### config.mk
export PLATFORM = sky130hd
export DESIGN_NAME = tcw_ctrl
export DESIGN_NICKNAME = d
export VERILOG_FILES = /design/src/rtl/core/tcw_pkg.sv /design/src/rtl/core/tcw_ctrl.sv
export SDC_FILE = /design/constraint.sdc
export NUM_CORES = 1
export LEC_CHECK = 0
export BUFFER_PORTS_ARGS = -buffer_cell sky130_fd_sc_hd__buf_4
export CELL_PAD_IN_SITES_DETAIL_PLACEMENT = 1
export CELL_PAD_IN_SITES_GLOBAL_PLACEMENT = 1
export CORE_AREA = 4 4 41 43
export CTS_BUF_LIST = sky130_fd_sc_hd__clkbuf_8
export CTS_CLUSTER_SIZE = 12
export DETAILED_ROUTE_END_ITERATION = 10
export DIE_AREA = 0 0 45 47
export GPL_TIMING_DRIVEN = 0
export PLACE_DENSITY = 0.51
export REMOVE_ABC_BUFFERS = 1
export SYNTH_ARGS = -nofsm -noshare
export SYNTH_HDL_FRONTEND = slang
export SYNTH_SLANG_ARGS = --single-unit
export TNS_END_PERCENT = 50
### constraint.sdc
create_clock -name clk -period 1.32 [get_ports clk]
set_clock_uncertainty 0.15 [all_clocks]
set_input_delay 0.132 -clock clk [delete_from_list [all_inputs] [get_ports clk]]
set_output_delay 0.132 -clock clk [all_outputs]
set_load 0.02 [all_outputs]
### src/rtl/core/tcw_pkg.sv
package tcw_pkg;

  localparam int COLUMNS_DEF = 80;
  localparam int ROWS_DEF    = 25;

  localparam int REQ_W   = 2;
  localparam int CHAR_W  = 8;
  localparam int COLOR_W = 8;
  localparam int CELL_W  = CHAR_W + COLOR_W;
  localparam int IDX_W   = 11;
  localparam int POS_W   = 11;
  localparam int COUNT_W = 12;

  localparam logic [COUNT_W-1:0] COUNT_MAX    = '1;
  localparam logic [CHAR_W-1:0]  NEWLINE_CODE = 8'd10;
  localparam logic [CHAR_W-1:0]  SPACE_CODE   = 8'd32;
  localparam logic [3:0]         RESET_FG     = 4'hA;
  localparam logic [3:0]         RESET_BG     = 4'h0;
  localparam logic [COLOR_W-1:0] RESET_COLOR  = {RESET_BG, RESET_FG};

  typedef enum logic [REQ_W-1:0] {
    REQ_PUT       = 2'd0,
    REQ_BACKSPACE = 2'd1,
    REQ_READ      = 2'd2
  } req_code_t;

  typedef struct packed {
    logic take_req;
    logic exec;
    logic init_step;
    logic scroll_step;
    logic scan_clr;
    logic load_out;
  } ctl_cmd_t;

  typedef struct packed {
    logic need_scroll;
    logic scan_last;
    logic out_free;
  } ctl_status_t;

endpackage

### src/rtl/core/tcw_ctrl.sv
module tcw_ctrl (
  input  logic                 clk,
  input  logic                 rst_n,
  input  logic                 in_valid,
  output logic                 in_ready,
  input  tcw_pkg::ctl_status_t status,
  output tcw_pkg::ctl_cmd_t    cmd
);

  typedef enum logic [2:0] {
    S_INIT,
    S_IDLE,
    S_EXEC,
    S_SCROLL,
    S_DONE
  } state_t;

  state_t state_r;
  state_t state_nxt;
  logic   take;

  always_comb begin
    in_ready = (state_r == S_IDLE) || ((state_r == S_DONE) && status.out_free);
    take     = in_valid && in_ready;

    cmd.take_req    = take;
    cmd.exec        = (state_r == S_EXEC);
    cmd.init_step   = (state_r == S_INIT);
    cmd.scroll_step = (state_r == S_SCROLL);
    cmd.scan_clr    = (state_r == S_EXEC);
    cmd.load_out    = (state_r == S_DONE) && status.out_free;

    state_nxt = state_r;
    case (state_r)
      S_INIT: begin
        if (status.scan_last) begin
          state_nxt = S_IDLE;
        end
      end
      S_IDLE: begin
        if (take) begin
          state_nxt = S_EXEC;
        end
      end
      S_EXEC: begin
        state_nxt = status.need_scroll ? S_SCROLL : S_DONE;
      end
      S_SCROLL: begin
        if (status.scan_last) begin
          state_nxt = S_DONE;
        end
      end
      S_DONE: begin
        if (status.out_free) begin
          state_nxt = take ? S_EXEC : S_IDLE;
        end
      end
      default: begin
        state_nxt = S_IDLE;
      end
    endcase
  end

  always_ff @(posedge clk) begin
    if (!rst_n) begin
      state_r <= S_INIT;
    end else begin
      state_r <= state_nxt;
    end
  end

endmodule

==> results of run 1 <==
==> final cells by class <==
class                      instances  area (µm²)  share of cell area, %
multi-input combinational         28         191                   42.0
timing repair buffer              15         128                   28.0
clock inverter                     1        3.75                  0.824
tap                               15        18.8                   4.12
inverter                           1        3.75                  0.824
sequential                         3        68.8                   15.1
clock buffer                       3        41.3                   9.07
==> layer usage <==
metal  up-vias  wire length [µm]  share of wire (%)
li1        154                 -                  -
met1       139               323                 40
met2         7               440                 55
met3         0                38                4.7
met4         0                 0                  0
met5         -                 0                  0
==> how the worst min path moves through the flow <==
| stage | cells past startpoint | end |
|---|---|---|
| after floorplan | 2 | state_r[1] |
| after global placement | 3 | state_r[1] |
| after detailed placement | 3 | state_r[1] |
| after CTS | 3 | state_r[1] |
| after global routing | 3 | state_r[1] |
| final | 3 | state_r[1] |
==> cells in the mapped netlist, types with 2 or more instances <==
cell type and instances:
nand3_1 2, nand2b_2 2, a21oi_1 4, nand2_1 4, nor2_1 3, buf_4 2
dfxtp_1 3, and2_1 2, nor3_1 3
==> power by group <==
part / leakage, nW / switching [mW] / total [mW] / internal [mW]
Clock: 0.0269 / 0.0584 / 0.256 / 0.198
Sequential: 0.0264 / 0.0174 / 0.118 / 0.101
Combinational: 0.149 / 0.0868 / 0.181 / 0.0944
Total: 0.202 / 0.163 / 0.555 / 0.393
==> stage by stage <==
step           area [µm²]  instances
6_report              455         66
5_1_grt               455         66
4_1_cts               430         66
3_5_place_dp          340         59
3_3_place_gp          340         59
2_1_floorplan         231         32
==> cell families (layout without fill, tap and decap cells) <==
group,Yosys count,count (layout),share of synthesized area (%)
buf+inv,5,20,13.3
simple gates,20,20,43.8
compound gates,8,8,20.0
flops,3,3,22.9
==> worst register-to-register path: cells and delay by family, from the launching register on <==
kind	cells	cell delay, ns
flip-flops	1	0.35
AO/OA/AOI/OAI	1	0.27
AND/OR/NAND/NOR	3	0.32
buffers and inverters	1	0.16
==> repair_timing <==
action,in CTS,in global routing
resized for setup,9,6
setup endpoints to repair,7,8
pin swaps,2,2
buffers inserted,3,0
hold buffers,0,0
==> results.yml, run 1 <==
outcome:
  status: "complete, but fails checks"
  violations: "negative setup slack"
cells_and_area:
  syn_to_final_growth_pct: 73.3
  fin_util_pct: 35.0
  fillers: 165
  largest_registers: "state_r x3"
  antenna_cells: 0
  largest_register_ffs: 3
  top_register: "state_r"
  nets: 58
  drive_gt1_share_pct: 56.9
  layout_commonest_cell: "buf_4"
  layout_common_cells: "buf_4 (11), nand2_1 (4), buf_6 (4), a21oi_1 (3), clkbuf_8 (3)"
synthesis:
  synthArstFlopShare_pct: 0
  synth_area_um2: 263
  yosysWarnings: 0
  synth_ff_type: "dfxtp_1"
  synth_top_area_share_pct: 22.9
  synth_edf_count: 0
  synth_area_leaders: "dfxtp_1 (23%), a21oi_1 (7.6%), nand2b_2 (6.7%)"
  ys_ff_latch: 3
  synthCells: 36
  seq_area_frac_synth_pct: 22.9
  syn_area_per_cell_um2: 7.30
  synth_area_leader_cell: "dfxtp_1"
  synthDistinctLibCells: 20
global_route:
  track_usage_pct: 8.52
  grt_pass1_vias: 339
  met3_usage_pct: 1.53
  grt_antenna_before_repair: 0
  grt.busiest_layer: "met2"
  gr-usage-met2_pct: 16.1
  grt_max_degree: 9
  use_met1_pct: 8.62
  grt_pass1_wl_um: 1310
  overflow: 0
place:
  place_ws_ns: -0.175
  io_buffers: 12
  globalplace.congestion: 0.682
  dpl.hpwl_um: 587
drt:
  num_vias: 300
  avgRoutedWirePerCell_um: 12.2
  drt_first_pass_iters: 4
  detail-route-antenna-nets: 0
  viasPerCell: 4.55
  drcViolationCount: 0
  wirelength_um: 803
  drt_iter0_drc: 1
min_path:
  hp-class: "input pin to register"
  min_from: "rst_n"
critical_path:
  cp-start-kind: "register"
  worstPathCellList: "nand3b_1 > a21oi_2 > and2_4 > buf_6"
  crit_type: "register to output port"
  rr_endpoint: "state_r[0]"
  crit_family: "flip-flops"
  reg2reg_slack_ns: 0
  worst_setup_path_end_kind: "output port"
  path_depth: 4
  cp.required_ns: 1.04
  rr_worst_depth: 5
  endpoint: "cmd[5]"
  critical-path-max-stage-delay_ns: 0.35
  cp_max_fo: 5
  crit_buf_inv: 1
  arrival_ns: 1.15
  r2r_start: "state_r[0]"
  crit_slowest_cell: "dfxtp_4"
  crit_start: "state_r[0]"
power:
  finalPower_mw: 0.555
  p_leak_nw: 0.202
  power.density_nw_per_um2: 1220
  irDropWorstVdd_uv: 528
timing:
  rsz0062_at_grt: "yes"
  relSlewSlack_pct: 83.5
  finalHoldViolCount: 0
  fin_ws_ns: -0.116
  setup_viol_count_final: 4
  drv_slew: 0
  whs_ns: 0.0148
  period_share_pct: 109
  worst_pin_slew_ns: 0.246
  max_freq_mhz: 696
  min_period_ns: 1.44
  setup_tns_ns: -0.294
clock_network:
  cts_tree: "done"
  path_clk_slew_ns: 0.03
  cts_buffers: 3
  root_buffer: "clkbuf_8"
  clock_latency_ns: 0.21
  clock-sinks: 3
  clockBufferDepth: 2
  cts.htree.levels: 1
die:
  initial_core_util_pct: 20.2
  dieArea_um2: 2120
  rows: 13
  core_area_um2: 1300
  die_h_um: 47
  die_w_um: 45
  io_pins: 13
job:
  maxCapViolCount: 0
(Power assumes the default switching activity.)
==> run 2, diff against run 1 <==
- ABC_AREA: not set -> 1
- CTS_CLUSTER_SIZE: 12 -> not set
- PLACE_DENSITY: 0.51 -> 0.61
==> run 2 against run 1 <==
The flow still finishes with violations (negative setup slack). Critical path depth is 2 higher. Sequential cell count is the same. First-iteration DRC count grew to 4.0 times the previous value. Routed wire length rose by 31%. Hold slack got worse by 0.0094 ns. Critical endpoint unchanged. Largest power group is now combinational cells.
==> results.yml, run 2 <==
drt:
  avgRoutedWirePerCell_um: 11.2
  wirelength_um: 1050
  num_vias: 426
  routed.top_layer: "met4"
  drt_iter0_drc: 4
  drt_first_pass_iters: 2
  viasPerCell: 4.53
  wl_met1_um: 428
  met2_length_um: 540
  route.met3.wl_um: 50
  drcViolationCount: 0
  detail-route-antenna-nets: 0
synthesis:
  synth_compound_area_share_pct: 7.72
  synthSimpleGateAreaFrac_pct: 54.1
  yosysMostFrequentCell: "nand2_1"
  synth_ff_type: "dfxtp_1"
  yosys.area_share.adder_pct: 0
  syn_area_per_cell_um2: 5.59
  synth_area_leaders: "dfxtp_1 (19%), nand2_1 (15%), nand3_1 (12%)"
  yosysWarnings: 0
  seq_area_frac_synth_pct: 18.5
  synthArstFlopShare_pct: 0
  synth_top_area_share_pct: 18.5
  synth_edf_count: 0
  synth_common_cells: "nand2_1 (13), inv_1 (10), nor2_1 (10), nand3_1 (8)"
  synth_top_family_by_area: "simple AND/OR/NAND/NOR gates"
  synthCells: 58
  synthDistinctLibCells: 15
  ys_ff_latch: 3
  synth_area_um2: 324
  synth_area_leader_cell: "dfxtp_1"
  synth.mux.area_fraction_pct: 0
  yosys.area_share.xor_xnor_pct: 0
die:
  dieArea_um2: 2120
  die_h_um: 47
  die_w_um: 45
  core_area_um2: 1300
  rows: 13
  io_pins: 13
  initial_core_util_pct: 24.9
power:
  finalPower_mw: 1.50
  power.density_nw_per_um2: 2550
  irDropWorstVdd_uv: 1170
  p_leak_nw: 0.315
global_route:
  grt_pass1_wl_um: 1850
  overflow: 0
  track_usage_pct: 12.6
  grt_max_degree: 10
  grt_antenna_before_repair: 0
  grt_pass1_vias: 435
timing:
  worst_pin_slew_ns: 0.162
  min_period_ns: 1.50
  setup_viol_count_final: 8
  finalHoldViolCount: 0
  whs_ns: 0.00544
  rsz0062_at_grt: "yes"
  max_freq_mhz: 667
  relSlewSlack_pct: 89.1
  period_share_pct: 114
  fin_ws_ns: -0.179
  drv_slew: 0
critical_path:
  critPathMostFrequentCell: "nor2_4"
  cp-start-kind: "register"
  crit_slowest_cell: "dfxtp_4"
  cp.required_ns: 1.04
  r2r_start: "state_r[1]"
  crit_start: "state_r[1]"
  reg2reg_slack_ns: -0.06
  critical-path-max-stage-delay_ns: 0.35
  crit_type: "register to output port"
  cp_max_fo: 5
  arrival_ns: 1.22
  worstPathCellList: "nor2_4 > nand2_2 > nor2_4 > inv_2 > a21oi_2 > buf_4"
  worst_setup_path_end_kind: "output port"
min_path:
  min_from: "rst_n"
  hp-class: "input pin to register"
cells_and_area:
  multi_input_area_um2: 239
  syn_to_final_growth_pct: 81.5
  regArea_um2: 71.3
  nets: 86
  layout_commonest_cell: "buf_4"
  largest_registers: "state_r x3"
  fillers: 178
  largest_register_ffs: 3
  top_register: "state_r"
  drive_gt1_share_pct: 50.6
  layout_common_cells: "buf_4 (13), nand2_1 (12), inv_1 (8), nand3_1 (8)"
  antenna_cells: 0
clock_network:
  cts.hold.buffers_added: 0
  clock_latency_ns: 0.22
  cts_buffers: 3
  clockBufferDepth: 2
  clock-sinks: 3
  cts.htree.levels: 1
  root_buffer: "clkbuf_8"
  cts_tree: "done"
  path_clk_slew_ns: 0.03
outcome:
  status: "complete, but fails checks"
  violations: "negative setup slack"
job:
  maxCapViolCount: 0
place:
  dpl.hpwl_um: 747
  globalplace.congestion: 0.725
  io_buffers: 12
run 2: area by class of cell:
| cell class | instances | share of cell area, % |
|---|---|---|
| multi-input cells | 42 | 40.6 |
| repair buffers | 20 | 30.0 |
| well taps | 15 | 3.19 |
| clock buffers | 3 | 7.02 |
| inverters | 10 | 6.38 |
| clock inverters | 1 | 0.638 |
| flip-flops and latches | 3 | 12.1 |
run 2: worst paths after layout:
| path | to | cells past startpoint |
|---|---|---|
| setup / recovery | cmd[5] | 6 |
| hold / removal | state_r[0] | 3 |
| setup reg to reg | state_r[0] | 9 |
| hold reg to reg | state_r[2] | 2 |
run 2: timing repair:
action / CTS / global route
resized for setup: 17 / 9
setup endpoints to repair: 10 / 10
buffers inserted: 7 / 1
pin swaps: 2 / 4
run 2: logic make-up after synthesis:
family                 Yosys count
buffers and inverters           13
DFF                              3
AOI/OAI and AO/OA                4
and+or+nand+nor                 38
run 2: per-layer routing:
metal | vias up | track usage, %
li1 | 220 | -
met1 | 195 | 13.6
met2 | 9 | 21.8
met3 | 2 | 1.92
met4 | 0 | 10.5
met5 | - | 0
run 2: report_power, final:
| group | leakage, nW | switching, mW | internal [mW] |
|---|---|---|---|
| registers | 0.0267 | 0.0829 | 0.156 |
| clock network | 0.0269 | 0.0658 | 0.198 |
| logic | 0.261 | 0.544 | 0.455 |
| total | 0.315 | 0.693 | 0.809 |
run 2: critical path: cells and delay by family (launching register included):
family / cells / cell delay (ns)
flops: 1 / 0.35
simple gates: 3 / 0.35
buf+inv: 2 / 0.19
compound gates: 1 / 0.10
run 2: stage by stage:
stage | cells | utilization (%) | worst slack, ns | TNS, ns | area [µm²]
after detailed placement | 82 | 31.3 | -0.164 | -0.475 | 407
after floorplan | 55 | - | -0.365 | -0.733 | 298
after CTS | 93 | 42.4 | -0.220 | -0.948 | 552
after global placement | 82 | 31.3 | -0.152 | -0.535 | 407
after global routing | 94 | 45.2 | -0.254 | -1.53 | 588
final | 94 | 45.2 | -0.179 | -0.713 | 588
==> run 3, diff against run 2 <==
--- a/constraint.sdc
+++ b/constraint.sdc
@@ -3,3 +3,3 @@
 set_input_delay 0.132 -clock clk [delete_from_list [all_inputs] [get_ports clk]]
 set_output_delay 0.132 -clock clk [all_outputs]
-set_load 0.02 [all_outputs]
+set_load 0.05 [all_outputs]
==> run 3 against run 2 <==
The flow still finishes with violations (negative setup slack). Total power rose by 15%. Fmax shrank 4.6%. Routed wire length decreased by 0.95%. Register-to-register slack hardly changed. Highest routed layer unchanged.
==> results.yml, run 3 (same netlist as run 2, synthesis figures left out) <==
outcome:
  status: "complete, but fails checks"
  violations: "negative setup slack"
cells_and_area:
  design_area_um2: 603
  antenna_cells: 0
  layout_commonest_cell: "nand2_1"
  syn_to_final_growth_pct: 86.1
  largest_register_ffs: 3
  fillers: 168
  nets: 85
  layout_common_cells: "nand2_1 (12), buf_4 (10), inv_1 (8), nand3_1 (8), nor2_1 (7)"
  largest_registers: "state_r x3"
  drive_gt1_share_pct: 50.0
  top_register: "state_r"
die:
  core_area_um2: 1300
  dieArea_um2: 2120
  io_pins: 13
  rows: 13
  die_h_um: 47
  initial_core_util_pct: 24.9
  die_w_um: 45
place:
  dpl.hpwl_um: 747
  place_ws_ns: -0.221
  post_dp_cell_area_um2: 407
  io_buffers: 12
  globalplace.congestion: 0.725
clock_network:
  path_clk_slew_ns: 0.03
  clockBufferDepth: 2
  root_buffer: "clkbuf_8"
  cts.hold.buffers_added: 0
  cts.htree.levels: 1
  clock_latency_ns: 0.22
  cts_buffers: 3
  cts_tree: "done"
  clock-sinks: 3
critical_path:
  critical-path-max-stage-delay_ns: 0.36
  worst_setup_path_end_kind: "output port"
  worstPathCellList: "nor2_4 > nand2_2 > nor2_4 > inv_2 > a21oi_2 > buf_6"
  cp_max_fo: 5
  crit_family: "flip-flops"
  endpoint: "cmd[5]"
  critPathMostFrequentCell: "nor2_4"
  cp-start-kind: "register"
  r2r_start: "state_r[1]"
  crit_start: "state_r[1]"
  arrival_ns: 1.29
  rr_worst_depth: 9
  cp.required_ns: 1.04
  crit_buf_inv: 2
  rr_endpoint: "state_r[0]"
  reg2reg_slack_ns: -0.07
  crit_type: "register to output port"
  crit_slowest_cell: "dfxtp_4"
  path_depth: 6
global_route:
  grt_pass1_vias: 408
  overflow: 0
  grt_antenna_before_repair: 0
  grt_pass1_wl_um: 1660
  track_usage_pct: 11.4
  grt_max_degree: 10
timing:
  fin_ws_ns: -0.251
  min_period_ns: 1.57
  rsz0062_at_grt: "yes"
  max_freq_mhz: 637
  finalHoldViolCount: 0
  relSlewSlack_pct: 90.1
  setup_viol_count_final: 9
  drv_slew: 0
  setup_tns_ns: -1.09
  worst_pin_slew_ns: 0.147
  period_share_pct: 119
drt:
  detail-route-antenna-nets: 0
  drt_first_pass_iters: 1
  wirelength_um: 1040
  avgRoutedWirePerCell_um: 11.2
  drcViolationCount: 0
  drt_iter0_drc: 0
  viasPerCell: 4.52
  num_vias: 420
power:
  power.density_nw_per_um2: 2870
  irDropWorstVdd_uv: 1130
  p_leak_nw: 0.305
  finalPower_mw: 1.73
job:
  maxCapViolCount: 0
min_path:
  hp-class: "input pin to register"
run 3: changes by cell type in the layout (fill, tap and decap cells not counted), sizes merged:
cell,before,now
buf,20,19
run 3: timing repair:
action | CTS | global route
buffers inserted | 3 | 4
pin swaps | 2 | 7
endpoints found under the hold margin | 0 | 0
gates resized for setup | 17 | 15
setup endpoints to repair | 10 | 10
run 3: worst min-delay path by stage:
stage,start,end,slack [ns],cells after the start
floorplan,rst_n,state_r[2],0.10,2
global placement,rst_n,state_r[0],0.24,3
detailed placement,rst_n,state_r[0],0.24,3
CTS,rst_n,state_r[2],0.003,3
global route,rst_n,state_r[0],0.01,3
finish,rst_n,state_r[0],0.006,3
run 3: worst reg2reg max path, delay by kind of cell (launching register included):
| family | cells | cell delay [ns] |
|---|---|---|
| flip-flops | 1 | 0.37 |
| AND/OR/NAND/NOR | 5 | 0.41 |
| buffers and inverters | 4 | 0.34 |
run 3: power breakdown:
part	internal [mW]	total, mW	switching [mW]	leakage, nW
clock	0.198	0.264	0.0654	0.0269
combinational	0.489	1.22	0.735	0.251
sequential	0.156	0.246	0.0903	0.0267
total	0.843	1.73	0.890	0.305
run 3: area by class of cell:
cell class	count	area, µm²	area share [%]
clock buffer	3	41.3	6.85
timing repair buffer	19	191	31.7
sequential	3	71.3	11.8
clock inverter	1	3.75	0.622
tap	15	18.8	3.11
inverter	10	37.5	6.22
multi-input combinational	42	239	39.6
run 3: metal layers:
metal | vias up | routed length, µm | global-route usage [%]
met5 | - | 0 | 0
met4 | 0 | 29 | 10.5
met3 | 2 | 33 | 1.15
met2 | 9 | 549 | 19.8
met1 | 191 | 427 | 12.2
li1 | 218 | - | -
run 3: through the flow:
stage               utilization (%)  hold slack, ns  std cells
finish                         46.3         0.00578         93
global route                   46.3          0.0104         93
CTS                            40.4         0.00258         89
detailed placement             31.3           0.240         82
global placement               31.3           0.241         82
floorplan                         -           0.102         55
